===== config.mk =====
export PLATFORM = sky130hd
export DESIGN_NAME = ber_tlv_stream_parser
export DESIGN_NICKNAME = d
export VERILOG_FILES = /design/src/rtl/core/btlv_pkg.sv /design/src/rtl/core/btlv_front.sv /design/src/rtl/core/btlv_queue.sv /design/src/rtl/core/btlv_back.sv /design/src/rtl/core/ber_tlv_stream_parser.sv
export VERILOG_INCLUDE_DIRS = /design/src /design/src/rtl/core
export SDC_FILE = /design/constraint.sdc
export NUM_CORES = 1
export LEC_CHECK = 0
export CAP_MARGIN = 20
export CORE_MARGIN = 10
export CORE_UTILIZATION = 55
export DETAILED_ROUTE_END_ITERATION = 10
export DONT_BUFFER_PORTS = 1
export PLACE_DENSITY = 0.75
export SLEW_MARGIN = 40
export SYNTH_ARGS = -nofsm -noshare
export SYNTH_HDL_FRONTEND = slang
export SYNTH_SLANG_ARGS = --single-unit

===== constraint.sdc =====
create_clock -name clk -period 12.8 [get_ports clk]
set_clock_uncertainty 0.1 [all_clocks]
set_input_delay 1.92 -clock clk [delete_from_list [all_inputs] [get_ports clk]]
set_output_delay 1.92 -clock clk [all_outputs]
set_load 0.01 [all_outputs]

===== src/rtl/core/ber_tlv_stream_parser_macros.svh =====
// assertion macros for the ber tlv stream parser
// used by the top level; expects clk and rst_n in scope
`ifndef BER_TLV_STREAM_PARSER_MACROS_SVH
`define BER_TLV_STREAM_PARSER_MACROS_SVH
`ifndef ASSERT_OFF
`define BTLV_ASSERT(label, prop) \
    label: assert property (@(posedge clk) disable iff (!rst_n) prop) \
        else $error("btlv assertion failed");
`define BTLV_NEVER(label, cond) \
    label: assert property (@(posedge clk) disable iff (!rst_n) !(cond)) \
        else $error("btlv forbidden condition seen");
`else
`define BTLV_ASSERT(label, prop)
`define BTLV_NEVER(label, cond)
`endif
`endif


===== src/rtl/core/btlv_pkg.sv =====
// shared types and constants of the ber tlv stream parser
// no dependencies
`timescale 1ns / 1ps
`default_nettype none

package btlv_pkg;

    localparam int MAX_DEPTH = 8;
    localparam int TAG_BITS  = 16;
    localparam int DEPTH_W   = 4;
    localparam int IDX_W     = 3;
    localparam int Q_DEPTH   = 4;
    localparam int Q_PTR_W   = 2;
    localparam int Q_CNT_W   = 3;
    localparam logic [2:0] LEN_OCT_LIMIT = 3'd4;
    localparam logic [2:0] LEN_OCT_RESET = 3'd4;

    typedef enum logic [1:0] {
        EV_HEADER  = 2'd0,
        EV_CONTENT = 2'd1,
        EV_END     = 2'd2,
        EV_ERROR   = 2'd3
    } ev_kind_t;

    typedef enum logic [2:0] {
        ERR_NONE     = 3'd0,
        ERR_TAG_OVF  = 3'd1,
        ERR_LEN_LONG = 3'd2,
        ERR_IND_PRIM = 3'd3,
        ERR_OVERRUN  = 3'd4,
        ERR_DEEP     = 3'd5
    } err_code_t;

    typedef struct packed {
        logic [7:0] in_byte;
        logic       frame_start;
    } btlv_in_t;

    typedef struct packed {
        logic [1:0]  event_kind;
        logic [1:0]  tag_class;
        logic        constructed;
        logic [15:0] tag_number;
        logic [31:0] content_length;
        logic        indefinite;
        logic [3:0]  nest_level;
        logic [7:0]  data_byte;
        logic [2:0]  error_code;
        logic        last;
    } btlv_out_t;

    typedef struct packed {
        logic full;
        logic empty;
    } btlv_qstat_t;

    typedef struct packed {
        logic               busy;
        logic [DEPTH_W-1:0] depth;
    } btlv_fstat_t;

    // ind marks an indefinite level; pos is the end of the innermost definite level
    typedef struct packed {
        logic        ind;
        logic        has_lim;
        logic [31:0] pos;
    } btlv_stk_t;

endpackage

`default_nettype wire


===== src/rtl/core/btlv_front.sv =====
// front part: accepts bytes, decodes identifier and length, keeps the nesting stack
// and queues events; depends on btlv_pkg
`timescale 1ns / 1ps
`default_nettype none

module btlv_front (
    input  wire logic                  clk,
    input  wire logic                  rst_n,
    input  wire logic                  in_valid,
    input  wire btlv_pkg::btlv_in_t    in_data,
    input  wire logic                  cfg_we,
    input  wire logic [2:0]            cfg_wdata,
    input  wire btlv_pkg::btlv_qstat_t q_stat,
    output logic                       q_push,
    output btlv_pkg::btlv_out_t        q_wdata,
    output btlv_pkg::btlv_fstat_t      f_stat
);
    import btlv_pkg::*;

    typedef enum logic [4:0] {
        F_IDLE  = 5'b00001,
        F_EXEC  = 5'b00010,
        F_END   = 5'b00100,
        F_CASC  = 5'b01000,
        F_FLUSH = 5'b10000
    } fstate_t;

    typedef enum logic [4:0] {
        PH_IDENT = 5'b00001,
        PH_TAGX  = 5'b00010,
        PH_LEN   = 5'b00100,
        PH_LENX  = 5'b01000,
        PH_DATA  = 5'b10000
    } phase_t;

    function automatic btlv_out_t mk_ev(logic [1:0] kind, logic [1:0] cls, logic cons,
                                        logic [TAG_BITS-1:0] tag, logic [31:0] clen,
                                        logic ind, logic [DEPTH_W-1:0] lvl,
                                        logic [7:0] data, logic [2:0] code);
        btlv_out_t e;
        e.event_kind     = kind;
        e.tag_class      = cls;
        e.constructed    = cons;
        e.tag_number     = tag;
        e.content_length = clen;
        e.indefinite     = ind;
        e.nest_level     = lvl;
        e.data_byte      = data;
        e.error_code     = code;
        e.last           = 1'b0;
        return e;
    endfunction

    fstate_t             state_reg, state_next;
    phase_t              phase_reg, phase_next;
    logic [7:0]          byte_reg, byte_next;
    logic [1:0]          class_reg, class_next;
    logic                cons_reg, cons_next;
    logic [TAG_BITS-1:0] tag_reg, tag_next;
    logic [31:0]         lacc_reg, lacc_next;
    logic [2:0]          lleft_reg, lleft_next;
    logic [31:0]         cleft_reg, cleft_next;
    logic [31:0]         bc_reg, bc_next;
    logic [DEPTH_W-1:0]  depth_reg, depth_next;
    logic                err_reg, err_next;
    logic [2:0]          cfg_reg;
    logic                pend_valid_reg, pend_valid_next;
    btlv_out_t           pend_reg, pend_next;
    logic [DEPTH_W-1:0]  lvl_reg, lvl_next;

    btlv_stk_t           stack_mem [MAX_DEPTH];
    logic                stk_we;
    btlv_stk_t           stk_wdata;

    btlv_stk_t           top;
    logic                depth_nz;
    logic                has_lim;
    logic                casc_ok;
    logic [31:0]         bc_inc;
    logic                hd_go;
    logic                hd_indef;
    logic [31:0]         hd_len;
    logic                fail_go;
    logic [2:0]          fail_code;
    logic [TAG_BITS-1:0] tag_or;
    logic [31:0]         lacc_shift;
    logic [2:0]          lim_oct;

    assign depth_nz = depth_reg != '0;
    assign top      = stack_mem[IDX_W'(depth_reg - 1'b1)];
    assign has_lim  = depth_nz && top.has_lim;
    // innermost level is definite and ends exactly here
    assign casc_ok  = depth_nz && !top.ind && (top.pos == bc_reg);
    assign bc_inc   = bc_reg + 32'd1;
    assign tag_or   = tag_reg | TAG_BITS'(byte_reg[6:0]);
    assign lacc_shift = {lacc_reg[23:0], byte_reg};
    assign lim_oct  = (cfg_reg > LEN_OCT_LIMIT) ? LEN_OCT_LIMIT : cfg_reg;

    assign f_stat.busy  = state_reg != F_IDLE;
    assign f_stat.depth = depth_reg;

    always_comb
    begin
        state_next      = state_reg;
        phase_next      = phase_reg;
        byte_next       = byte_reg;
        class_next      = class_reg;
        cons_next       = cons_reg;
        tag_next        = tag_reg;
        lacc_next       = lacc_reg;
        lleft_next      = lleft_reg;
        cleft_next      = cleft_reg;
        bc_next         = bc_reg;
        depth_next      = depth_reg;
        err_next        = err_reg;
        pend_valid_next = pend_valid_reg;
        pend_next       = pend_reg;
        lvl_next        = lvl_reg;
        stk_we          = 1'b0;
        stk_wdata       = '0;
        q_push          = 1'b0;
        q_wdata         = pend_reg;
        q_wdata.last    = 1'b0;
        hd_go           = 1'b0;
        hd_indef        = 1'b0;
        hd_len          = '0;
        fail_go         = 1'b0;
        fail_code       = ERR_NONE;

        case (state_reg)
            F_IDLE:
            begin
                if (in_valid)
                begin
                    byte_next  = in_data.in_byte;
                    state_next = F_EXEC;
                    if (in_data.frame_start)
                    begin
                        phase_next = PH_IDENT;
                        class_next = '0;
                        cons_next  = 1'b0;
                        tag_next   = '0;
                        lacc_next  = '0;
                        lleft_next = '0;
                        cleft_next = '0;
                        bc_next    = '0;
                        depth_next = '0;
                        err_next   = 1'b0;
                    end
                end
            end
            F_EXEC:
            begin
                state_next = F_IDLE;
                if (err_reg)
                begin
                    state_next = F_IDLE;
                end
                else if (phase_reg != PH_DATA && has_lim && top.pos == bc_reg)
                begin
                    // header byte where the enclosing level has no room left
                    fail_go   = 1'b1;
                    fail_code = ERR_OVERRUN;
                end
                else
                begin
                    bc_next = bc_inc;
                    case (phase_reg)
                        PH_IDENT:
                        begin
                            class_next = byte_reg[7:6];
                            cons_next  = byte_reg[5];
                            if (byte_reg[4:0] == 5'h1f)
                            begin
                                tag_next   = '0;
                                phase_next = PH_TAGX;
                            end
                            else
                            begin
                                tag_next   = TAG_BITS'(byte_reg[4:0]);
                                phase_next = PH_LEN;
                            end
                        end
                        PH_TAGX:
                        begin
                            tag_next = tag_or;
                            if (byte_reg[7])
                            begin
                                if (tag_or[TAG_BITS-1 -: 7] != '0)
                                begin
                                    fail_go   = 1'b1;
                                    fail_code = ERR_TAG_OVF;
                                end
                                else
                                begin
                                    tag_next = tag_or << 7;
                                end
                            end
                            else
                            begin
                                phase_next = PH_LEN;
                            end
                        end
                        PH_LEN:
                        begin
                            if (byte_reg[7])
                            begin
                                if (byte_reg[6:0] > 7'(lim_oct))
                                begin
                                    fail_go   = 1'b1;
                                    fail_code = ERR_LEN_LONG;
                                end
                                else if (byte_reg[6:0] == '0)
                                begin
                                    hd_go    = 1'b1;
                                    hd_indef = 1'b1;
                                end
                                else
                                begin
                                    lacc_next  = '0;
                                    lleft_next = byte_reg[2:0];
                                    phase_next = PH_LENX;
                                end
                            end
                            else
                            begin
                                hd_go  = 1'b1;
                                hd_len = 32'(byte_reg);
                            end
                        end
                        PH_LENX:
                        begin
                            lacc_next  = lacc_shift;
                            lleft_next = lleft_reg - 3'd1;
                            if (lleft_reg == 3'd1)
                            begin
                                hd_go  = 1'b1;
                                hd_len = lacc_shift;
                            end
                        end
                        default:
                        begin
                            pend_next = mk_ev(EV_CONTENT, class_reg, cons_reg, tag_reg,
                                              lacc_reg, 1'b0, depth_reg, byte_reg,
                                              ERR_NONE);
                            pend_valid_next = 1'b1;
                            cleft_next      = cleft_reg - 32'd1;
                            if (cleft_reg == 32'd1)
                            begin
                                phase_next = PH_IDENT;
                                lvl_next   = depth_reg;
                                state_next = F_END;
                            end
                            else
                            begin
                                state_next = F_FLUSH;
                            end
                        end
                    endcase

                    if (hd_go)
                    begin
                        if (!cons_reg && hd_indef)
                        begin
                            fail_go   = 1'b1;
                            fail_code = ERR_IND_PRIM;
                        end
                        else if (has_lim && !hd_indef && hd_len > (top.pos - bc_inc))
                        begin
                            fail_go   = 1'b1;
                            fail_code = ERR_OVERRUN;
                        end
                        else if (depth_nz && top.ind && class_reg == 2'd0 && tag_reg == '0)
                        begin
                            // end of contents closes the indefinite level
                            depth_next = depth_reg - 1'b1;
                            lvl_next   = depth_reg - 1'b1;
                            phase_next = PH_IDENT;
                            state_next = F_END;
                        end
                        else if (cons_reg && (hd_indef || hd_len != '0))
                        begin
                            if (depth_reg >= DEPTH_W'(MAX_DEPTH))
                            begin
                                fail_go   = 1'b1;
                                fail_code = ERR_DEEP;
                            end
                            else
                            begin
                                pend_next = mk_ev(EV_HEADER, class_reg, 1'b1, tag_reg,
                                                  hd_indef ? 32'd0 : hd_len, hd_indef,
                                                  depth_reg, 8'd0, ERR_NONE);
                                pend_valid_next = 1'b1;
                                stk_we = 1'b1;
                                if (hd_indef)
                                begin
                                    stk_wdata.ind     = 1'b1;
                                    stk_wdata.has_lim = has_lim;
                                    stk_wdata.pos     = top.pos;
                                end
                                else
                                begin
                                    stk_wdata.ind     = 1'b0;
                                    stk_wdata.has_lim = 1'b1;
                                    stk_wdata.pos     = bc_inc + hd_len;
                                end
                                depth_next = depth_reg + 1'b1;
                                phase_next = PH_IDENT;
                                state_next = F_FLUSH;
                            end
                        end
                        else if (hd_len == '0)
                        begin
                            pend_next = mk_ev(EV_HEADER, class_reg, cons_reg, tag_reg,
                                              32'd0, 1'b0, depth_reg, 8'd0, ERR_NONE);
                            pend_valid_next = 1'b1;
                            lvl_next   = depth_reg;
                            phase_next = PH_IDENT;
                            state_next = F_END;
                        end
                        else
                        begin
                            pend_next = mk_ev(EV_HEADER, class_reg, cons_reg, tag_reg,
                                              hd_len, 1'b0, depth_reg, 8'd0, ERR_NONE);
                            pend_valid_next = 1'b1;
                            lacc_next  = hd_len;
                            cleft_next = hd_len;
                            phase_next = PH_DATA;
                            state_next = F_FLUSH;
                        end
                    end
                end

                if (fail_go)
                begin
                    pend_next = mk_ev(EV_ERROR, 2'd0, 1'b0, '0, 32'd0, 1'b0,
                                      depth_reg, 8'd0, fail_code);
                    pend_valid_next = 1'b1;
                    err_next        = 1'b1;
                    stk_we          = 1'b0;
                    depth_next      = depth_reg;
                    state_next      = F_FLUSH;
                end
            end
            F_END:
            begin
                if (!pend_valid_reg || !q_stat.full)
                begin
                    q_push          = pend_valid_reg;
                    pend_next       = mk_ev(EV_END, 2'd0, 1'b0, '0, 32'd0, 1'b0,
                                            lvl_reg, 8'd0, ERR_NONE);
                    pend_valid_next = 1'b1;
                    state_next      = F_CASC;
                end
            end
            F_CASC:
            begin
                // one enclosing level closed per cycle while the queue is not full
                if (casc_ok)
                begin
                    if (!q_stat.full)
                    begin
                        q_push     = 1'b1;
                        depth_next = depth_reg - 1'b1;
                        pend_next  = mk_ev(EV_END, 2'd0, 1'b0, '0, 32'd0, 1'b0,
                                           depth_reg - 1'b1, 8'd0, ERR_NONE);
                    end
                end
                else
                begin
                    state_next = F_FLUSH;
                end
            end
            F_FLUSH:
            begin
                if (!pend_valid_reg)
                begin
                    state_next = F_IDLE;
                end
                else if (!q_stat.full)
                begin
                    q_push          = 1'b1;
                    q_wdata.last    = 1'b1;
                    pend_valid_next = 1'b0;
                    state_next      = F_IDLE;
                end
            end
            default:
            begin
                state_next = F_IDLE;
            end
        endcase
    end

    always_ff @(posedge clk or negedge rst_n)
    begin
        if (!rst_n)
        begin
            state_reg      <= F_IDLE;
            phase_reg      <= PH_IDENT;
            class_reg      <= '0;
            cons_reg       <= 1'b0;
            tag_reg        <= '0;
            lacc_reg       <= '0;
            lleft_reg      <= '0;
            cleft_reg      <= '0;
            bc_reg         <= '0;
            depth_reg      <= '0;
            err_reg        <= 1'b0;
            cfg_reg        <= LEN_OCT_RESET;
            pend_valid_reg <= 1'b0;
        end
        else
        begin
            state_reg      <= state_next;
            phase_reg      <= phase_next;
            class_reg      <= class_next;
            cons_reg       <= cons_next;
            tag_reg        <= tag_next;
            lacc_reg       <= lacc_next;
            lleft_reg      <= lleft_next;
            cleft_reg      <= cleft_next;
            bc_reg         <= bc_next;
            depth_reg      <= depth_next;
            err_reg        <= err_next;
            pend_valid_reg <= pend_valid_next;
            if (cfg_we)
            begin
                cfg_reg <= cfg_wdata;
            end
        end
    end

    always_ff @(posedge clk)
    begin
        byte_reg <= byte_next;
        pend_reg <= pend_next;
        lvl_reg  <= lvl_next;
        if (stk_we)
        begin
            stack_mem[IDX_W'(depth_reg)] <= stk_wdata;
        end
    end

endmodule

`default_nettype wire


===== src/rtl/core/btlv_queue.sv =====
// short event queue between the front and back parts
// depends on btlv_pkg
`timescale 1ns / 1ps
`default_nettype none

module btlv_queue (
    input  wire logic                  clk,
    input  wire logic                  rst_n,
    input  wire logic                  push,
    input  wire btlv_pkg::btlv_out_t   wdata,
    input  wire logic                  pop,
    output btlv_pkg::btlv_out_t        rdata,
    output btlv_pkg::btlv_qstat_t      stat
);
    import btlv_pkg::*;

    btlv_out_t            mem [Q_DEPTH];
    logic [Q_PTR_W-1:0]   wr_ptr_reg, rd_ptr_reg;
    logic [Q_CNT_W-1:0]   cnt_reg, cnt_next;

    assign rdata      = mem[rd_ptr_reg];
    assign stat.full  = cnt_reg == Q_CNT_W'(Q_DEPTH);
    assign stat.empty = cnt_reg == '0;

    always_comb
    begin
        cnt_next = cnt_reg;
        if (push && !pop)
        begin
            cnt_next = cnt_reg + 1'b1;
        end
        else if (pop && !push)
        begin
            cnt_next = cnt_reg - 1'b1;
        end
    end

    always_ff @(posedge clk or negedge rst_n)
    begin
        if (!rst_n)
        begin
            wr_ptr_reg <= '0;
            rd_ptr_reg <= '0;
            cnt_reg    <= '0;
        end
        else
        begin
            cnt_reg <= cnt_next;
            if (push)
            begin
                wr_ptr_reg <= wr_ptr_reg + 1'b1;
            end
            if (pop)
            begin
                rd_ptr_reg <= rd_ptr_reg + 1'b1;
            end
        end
    end

    always_ff @(posedge clk)
    begin
        if (push)
        begin
            mem[wr_ptr_reg] <= wdata;
        end
    end

endmodule

`default_nettype wire


===== src/rtl/core/btlv_back.sv =====
// back part: takes queued events, clears fields unused by each kind, holds the result
// in an output register; depends on btlv_pkg
`timescale 1ns / 1ps
`default_nettype none

module btlv_back (
    input  wire logic                  clk,
    input  wire logic                  rst_n,
    input  wire btlv_pkg::btlv_out_t   q_rdata,
    input  wire btlv_pkg::btlv_qstat_t q_stat,
    output logic                       q_pop,
    output logic                       out_valid,
    input  wire logic                  out_stall,
    output btlv_pkg::btlv_out_t        out_data
);
    import btlv_pkg::*;

    logic      valid_reg;
    btlv_out_t data_reg, fmt;

    always_comb
    begin
        fmt = q_rdata;
        case (q_rdata.event_kind)
            EV_HEADER:
            begin
                fmt.data_byte  = '0;
                fmt.error_code = ERR_NONE;
            end
            EV_CONTENT:
            begin
                fmt.indefinite = 1'b0;
                fmt.error_code = ERR_NONE;
            end
            EV_END:
            begin
                fmt.tag_class      = '0;
                fmt.constructed    = 1'b0;
                fmt.tag_number     = '0;
                fmt.content_length = '0;
                fmt.indefinite     = 1'b0;
                fmt.data_byte      = '0;
                fmt.error_code     = ERR_NONE;
            end
            default:
            begin
                fmt.tag_class      = '0;
                fmt.constructed    = 1'b0;
                fmt.tag_number     = '0;
                fmt.content_length = '0;
                fmt.indefinite     = 1'b0;
                fmt.data_byte      = '0;
            end
        endcase
    end

    assign q_pop     = !q_stat.empty && (!valid_reg || !out_stall);
    assign out_valid = valid_reg;
    assign out_data  = data_reg;

    always_ff @(posedge clk or negedge rst_n)
    begin
        if (!rst_n)
        begin
            valid_reg <= 1'b0;
        end
        else if (!valid_reg || !out_stall)
        begin
            valid_reg <= !q_stat.empty;
        end
    end

    always_ff @(posedge clk)
    begin
        if (q_pop)
        begin
            data_reg <= fmt;
        end
    end

endmodule

`default_nettype wire


===== src/rtl/core/ber_tlv_stream_parser.sv =====
// ber tlv stream parser, top level; uses btlv_pkg, btlv_front, btlv_queue, btlv_back
// and ber_tlv_stream_parser_macros.svh
//
// input channel in_valid/in_stall/in_data carries one stream byte per request;
// frame_start set on a byte clears the parse state before that byte is decoded.
// output channel out_valid/out_stall/out_data carries events: header, content
// byte, element end, error; last marks the final event caused by one byte.
// cfg_we/cfg_wdata write max_len_octets (4 after reset); the user must write it only
// while the block is idle; the block does not enforce this. the front decoder takes
// one byte at a time and no new byte until every event of the last one is queued;
// a byte that ends an element also passes the END and CASC states, which close each
// further nesting level it ends. an accepted byte is held in the byte register,
// and its events pass the pending event register, the queue and the output register.
// a four-entry queue lets the front run while out_stall holds the output
// register; once the queue fills, the front waits and in_stall stays high.
// reset clears all parse state; after an error one error event is sent and
// bytes are taken and dropped until a request with frame_start.
`timescale 1ns / 1ps
`default_nettype none
`include "ber_tlv_stream_parser_macros.svh"

module ber_tlv_stream_parser (
    input  wire logic                 clk,
    input  wire logic                 rst_n,
    input  wire logic                 in_valid,
    output logic                      in_stall,
    input  wire btlv_pkg::btlv_in_t   in_data,
    output logic                      out_valid,
    input  wire logic                 out_stall,
    output btlv_pkg::btlv_out_t       out_data,
    input  wire logic                 cfg_we,
    input  wire logic [2:0]           cfg_wdata
);
    import btlv_pkg::*;

    logic         q_push;
    logic         q_pop;
    btlv_out_t    q_wdata;
    btlv_out_t    q_rdata;
    btlv_qstat_t  q_stat;
    btlv_fstat_t  f_stat;

    assign in_stall = f_stat.busy;

    btlv_front u_front (
        .clk       (clk),
        .rst_n     (rst_n),
        .in_valid  (in_valid && !f_stat.busy),
        .in_data   (in_data),
        .cfg_we    (cfg_we),
        .cfg_wdata (cfg_wdata),
        .q_stat    (q_stat),
        .q_push    (q_push),
        .q_wdata   (q_wdata),
        .f_stat    (f_stat)
    );

    btlv_queue u_queue (
        .clk   (clk),
        .rst_n (rst_n),
        .push  (q_push),
        .wdata (q_wdata),
        .pop   (q_pop),
        .rdata (q_rdata),
        .stat  (q_stat)
    );

    btlv_back u_back (
        .clk       (clk),
        .rst_n     (rst_n),
        .q_rdata   (q_rdata),
        .q_stat    (q_stat),
        .q_pop     (q_pop),
        .out_valid (out_valid),
        .out_stall (out_stall),
        .out_data  (out_data)
    );

    `BTLV_NEVER(a_push_when_full, q_push && q_stat.full)
    `BTLV_NEVER(a_pop_when_empty, q_pop && q_stat.empty)
    `BTLV_ASSERT(a_depth_in_range, f_stat.depth <= DEPTH_W'(MAX_DEPTH))
    `BTLV_ASSERT(a_no_push_idle, !f_stat.busy |-> !q_push)

endmodule

`default_nettype wire

### Yosys cells after proc, flatten, opt, wreduce, memory -nomap -nowiden

Memory sizes are Yosys's and may differ from the RTL's.
Cells that the tools add are included.

| word-level totals | value |
|---|---|
| word-level logic and storage cells | 387 |
| memories kept | 2 |
| bits in read-only memories | 0 |
| memory bits (writable) | 552 |
| latch bits | 0 |
| bits of input ports | 17 |
| output and inout bits | 72 |
| register bits | 297 |

Memory list:

| name | words | bits a word | rd ports | clocked after memory_dff | wr ports | RTL line | source |
|---|---|---|---|---|---|---|---|
| u_queue.mem | 4 | 70 | 1 | 0 | 1 | btlv_queue.sv:17 | `btlv_out_t mem [Q_DEPTH];` |
| u_front.stack_mem | 8 | 34 | 1 | 0 | 1 | btlv_front.sv:71 | `btlv_stk_t stack_mem [MAX_DEPTH];` |

| operators by class | value |
|---|---|
| divide/modulo/power cells | 0 |
| eq/ne operators | 42 |
| order comparisons | 4 |
| reductions and logical operators | 58 |
| shifts and indexed selects | 0 |
| multiplexer cells | 228 |
| $add $sub $neg | 11 |
| multiply operators | 0 |
| bitwise logic cells | 3 |

Operators with widths:

| kind | number |
|---|---|
| $mux 32 | 29 |
| $mux 70 | 13 |
| $mux 34 | 10 |
| $pmux 32 s2 | 5 |
| $pmux 70 s3 | 1 |
| $mux 5 | 34 |
| $mux 16 | 6 |
| $mux 4 | 21 |
| $mux 1 | 64 |
| $pmux 16 s2 | 2 |
| $mux 3 | 21 |
| $mux 49 | 1 |
| $add 32x1->32 const B | 1 |
| $add 32x32->32 | 1 |
| $eq 32x1->1 const B | 1 |
| $eq 32x32->1 | 1 |
| $gt 32x32->1 | 1 |
| $logic_not 32->1 | 1 |
| $reduce_bool 32->1 | 1 |
| $sub 32x1->32 const B | 1 |
| $sub 32x32->32 | 1 |
| $pmux 5 s5 | 1 |
| $ne 3x3->1 const B | 7 |
| $pmux 5 s4 | 1 |
| 54 further kinds | 121 |

### Logic depth before layout (Yosys ltp)

| logic depth | value |
|---|---|
| depth in word-level cells | 23 |
| gate-level depth with buffers | 40 |
| depth with buffers taken out | 31 |

### By module

From an unflattened synthesis, not the netlist that was laid out.

| unflattened totals | value |
|---|---|
| cells, all modules | 3139 |
| area total of the unflattened synthesis | 41319.6 um^2 |

Modules (own cells, without submodules):

| module | area an instance (um^2) | seq. area each (um^2) | instances | cells an instance |
|---|---|---|---|---|
| btlv_front | 28137.0 | 14032.2 | 1 | 2595 |
| btlv_queue | 10572.6 | 8583.2 | 1 | 400 |
| btlv_back | 2596.2 | 2127.0 | 1 | 143 |
| ber_tlv_stream_parser | 13.8 | 0.0 | 1 | 1 |

### Least setup slack after synthesis

Ideal clock, no wire load.

| timing path | value |
|---|---|
| path kind | register to register |
| from | reg u_front.depth_reg[0] |
| to | mem u_front.stack_mem[6][0] (netlist bit), enable pin |
| path buffers | 7 |
| setup time | 0.468 ns |
| cell stages (with the launch flop) | 37 |
| arrival | 9.512 ns |
| required time | 12.232 ns |
| clock period less this slack | 10.079 ns |
| path slack | 2.721 ns |
| path through | dfrtp_1 buf_6 buf_6 buf_6 buf_1 inv_1 ha_1 buf_2 clkbuf_1 mux4_2 mux2i_2 inv_1 ha_1 nor2b_1 o31a_1 o311a_1 o311ai_1 a41oi_1 o2111ai_1 nand3_1 a211oi_1 nor3b_1 o21ai_0 nand2b_1 xnor2_1 ha_1 nand4_1 nor2_1 and4_1 o21ai_0 o2111ai_1 o21ai_1 nand2b_1 nor2_2 nand2_1 buf_2 nor3_1 |

| between the ends | value |
|---|---|
| cells in the longest elaborated chain, start to end | 16 |
| elaborated cells between the ends (all ways) | 36 |
| those cells by class | add/sub: 2; order compare: 2; eq/ne: 1; mux: 21; reduce/logical: 9; memory: 1 |

Ends and longest elaborated chain:

| what | RTL line | source |
|---|---|---|
| start: declaration | btlv_front.sv:64 | `logic [DEPTH_W-1:0] depth_reg, depth_next;` |
| start signal: assignment | btlv_front.sv:424 | `depth_reg <= depth_next;` |
| branches (longest 16 deep; another with $mem_v2 8x34) | -- |  |
| end: declaration | btlv_front.sv:71 |  |

Several ways; the timed one is not identified. The select of a mux whose other input is x is not followed.

### Worst setup path after layout

| timing path | value |
|---|---|
| from | reg u_front.depth_reg[0] |
| to | mem u_front.stack_mem[2][31] (netlist bit), enable pin |

The elaborated chain is that of the path after synthesis.

==> flow_metrics.tcl <==
set metrics [dict create \
    grt_max_degree 146 \
    drc_errors 0 \
    yosys.area_share.simple 0.1003 \
    dp_slack_ns 2.777 \
    grt_pass1_wl_um 158600 \
    io_buffer_count 0 \
    cts_buffers 85 \
    powerDensity_mw_per_mm2 201.8 \
    clockRootBuffer "clkbuf_16" \
    rsz0062_at_grt "no" \
    arrival_ns 10.31 \
    synthTopCellsByArea "edfxtp_1 52%, dfrtp_1 8.7%, mux4_2 7.6%" \
    ctsResizeCount 0 \
    drtIter0Drc 2834 \
    r2r-end "u_front.stack_mem[2][31]$_DFFE_PP_" \
    num-nets-final 3173 \
    syn_area_mm2 0.04089 \
    num_rows 99 \
    grt.total_usage 0.2366 \
    die_area_mm2 0.08566 \
    fin_tns_setup_ns 0 \
    status "complete, no violations" \
    die_w_um 292.7 \
    cts_htree_levels 3 \
    yosysWarnings 0 \
    clk_pin_slew_ns 0.07 \
    synthArstFlopShare 0.1710 \
    start_util 0.5577 \
    setup_viol_count_final 0 \
    crit_type "register to register" \
    yosys.area_share.adder 0.03197 \
    reg2reg_slack_ns 2.65 \
    largest_reg_flops 280 \
    cts_tree "done" \
    avgRoutedWirePerCell_um 25.24 \
    setup.worst_path.start_class "register" \
    numClockSinks 848 \
    synth-xor-area-share 0.03112 \
    hold_viol_final 0 \
    relSlewSlack 0.4251 \
    avgSynthCellArea_um2 13.24 \
    num_io_pins 89 \
    cts_buffer_depth 3 \
    area_growth_pct 9.898 \
    antenna_found_initial 0 \
    clock_latency_ns 0.67 \
    tightestPinTransition_ns 0.8553 \
    clock.fmax_mhz 98.56 \
    min-delay-start "u_front.lacc_reg[25]$_DFFE_PN0P_" \
    slew_viol_final 0 \
    reg2reg_depth 30 \
    synth_compound_area_frac 0.1096 \
    yosysUniqueCellTypes 102 \
    n_antenna_cell 0 \
    largest-register "u_queue.mem" \
    gp_congestion 0.9624 \
    slowest_stage "dfrtp_4" \
    critPathTopFamily "compound AO/OA/AOI/OAI gates" \
    place_area_mm2 0.04181 \
    ys_seq_area_frac 0.6051 \
    yosys_most_used_dff "edfxtp_1" \
    synth_top_area_cell "edfxtp_1" \
    crit_required_ns 12.96 \
    drtAntennaViolNets 0 \
    regToRegStartpoint "u_front.depth_reg[0]$_DFFE_PN0P_" \
    nFillCells 5374 \
    fin_crit_sh 0.7927 \
    grt-ovfl-total 0 \
    design_area_mm2 0.04494 \
    max_stage_delay_ns 0.73 \
    viasPerCell 6.531 \
    ctsHoldBuffers 0 \
    muxShareOfSynthArea 0.09317 \
    worst_slack_ns 2.654 \
    coreArea_mm2 0.07333 \
    hold_depth 2 \
    hold_class "register to register" \
    grt_pass1_vias 26191 \
    first_pass_iters 7 \
    whs_endpoint "u_front.lacc_reg[25]$_DFFE_PN0P_" \
    drv_cap 0 \
    max-vdd-ir-drop_mv 0.1468 \
    die_h_um 292.7 \
    worst_setup_path_end_kind "register" \
    dp_hpwl_um 67350 \
    critPathBufInv 3 \
    synthCells 3089 \
    synth_nets 3203 \
    synth_seq_cells 848 \
    drive_gt1_frac 0.1364 \
    cts_setup_buffers 0 \
    yosys.area.top_type_share 0.5162 \
    layout.cells.most_common "edfxtp_1" \
    critPathMaxFanout 42 \
    mostFrequentLayoutCells "703 x edfxtp_1, 242 x nand2_1, 191 x nor2_1, 177 x a21oi_1, 173 x o21ai_0" \
    final.min_clock_period_ns 10.15 \
    synth_top_family_by_area "compound AO/OA/AOI/OAI gates" \
    power_leakage_nw 17.41 \
    wirelength_um 103200 \
    vias 26706 \
    synth_enable_flop_cells 703 \
]
-- worst reg2reg max path: cells and delay by family (launching register included) --
family	cells	cell delay, ns
adder cells (fa/ha/maj)	3	1.38
flip-flops	1	0.73
buffers and inverters	3	1.32
AO/OA/AOI/OAI	11	3.13
XOR/XNOR	1	0.13
AND/OR/NAND/NOR	10	2.24
multiplexers	2	0.68
-- synth_stat cells, drive strengths merged, types with 8 or more instances --
library cell and count:
a2111oi 14, a211oi 14, a21o 52, a21oi 183, a22o 25, a22oi 18
a31oi 17, a32o 9, and2 26, and3 23, buf 63, clkbuf 95
dfrtp 142, edfxtp 703, ha 94, inv 108, mux2 19, mux2i 42
mux4 138, nand2 244, nand2b 21, nand3 78, nand3b 9, nand4 25
nor2 199, nor2b 74, nor3 52, nor3b 10, nor4 28, o211ai 8
o21a 14, o21ai 203, o22a 25, o22ai 28, o31ai 21, o41ai 10
or3 19, xnor2 74, xor2 61
-- metal layers --
metal	global-route usage	wire, um
met3	0.03578	8100
met4	0.08186	3317
met5	0	0
met1	0.3246	42720
met2	0.3833	49080
-- kinds of logic (layout without fill, tap and decap cells) --
family | count (synthesis) | count (layout)
flip-flops | 848 | 848
AND/OR/NAND/NOR | 833 | 833
AO/OA/AOI/OAI | 701 | 701
buffers and inverters | 266 | 307
multiplexers | 199 | 199
XOR/XNOR | 138 | 138
adder cells (fa/ha/maj) | 104 | 104
-- area by class of cell --
type,count,area (um2),area share
clock buffers,95,2175,0.04839
clock inverters,63,900.9,0.02005
inverters,108,405.4,0.009021
multi-input cells,1975,15150,0.3370
flip-flops and latches,848,24750,0.5508
well taps,959,1200,0.02670
repair buffers,41,362.8,0.008074
-- worst max-delay path by stage --
stage                                     startpoint                            endpoint  slack, ns  depth (start not counted)
detailed placement  u_front.depth_reg[0]$_DFFE_PN0P_   u_front.stack_mem[1][1]$_DFFE_PP_       2.78                         29
global placement    u_front.depth_reg[0]$_DFFE_PN0P_  u_front.stack_mem[2][27]$_DFFE_PP_       2.27                         30
finish              u_front.depth_reg[0]$_DFFE_PN0P_  u_front.stack_mem[2][31]$_DFFE_PP_       2.65                         30
CTS                 u_front.depth_reg[0]$_DFFE_PN0P_  u_front.stack_mem[2][19]$_DFFE_PP_       2.67                         30
global route        u_front.depth_reg[0]$_DFFE_PN0P_  u_front.stack_mem[2][19]$_DFFE_PP_       1.98                         30
floorplan           u_front.depth_reg[0]$_DFFE_PN0P_   u_front.stack_mem[6][0]$_DFFE_PP_       2.72                         36
-- power breakdown --
group          switching (W)  internal (W)
Combinational        0.00157       0.00105
Clock                0.00110       0.00159
Sequential          0.000363       0.00339
-- stage by stage --
stage               power, W  hold slack (ns)  utilization  cells
CTS                 0.009084           0.4063       0.6121   4088
detailed placement  0.006376           0.3933       0.5702   3930
global placement    0.006287           0.3640       0.5691   3929
global route        0.009492           0.4163       0.6129   4089
floorplan           0.005686           0.3432            -   3089
finish              0.009069           0.4084       0.6129   4089
No activity file was read; power rests on OpenSTA's default activity.
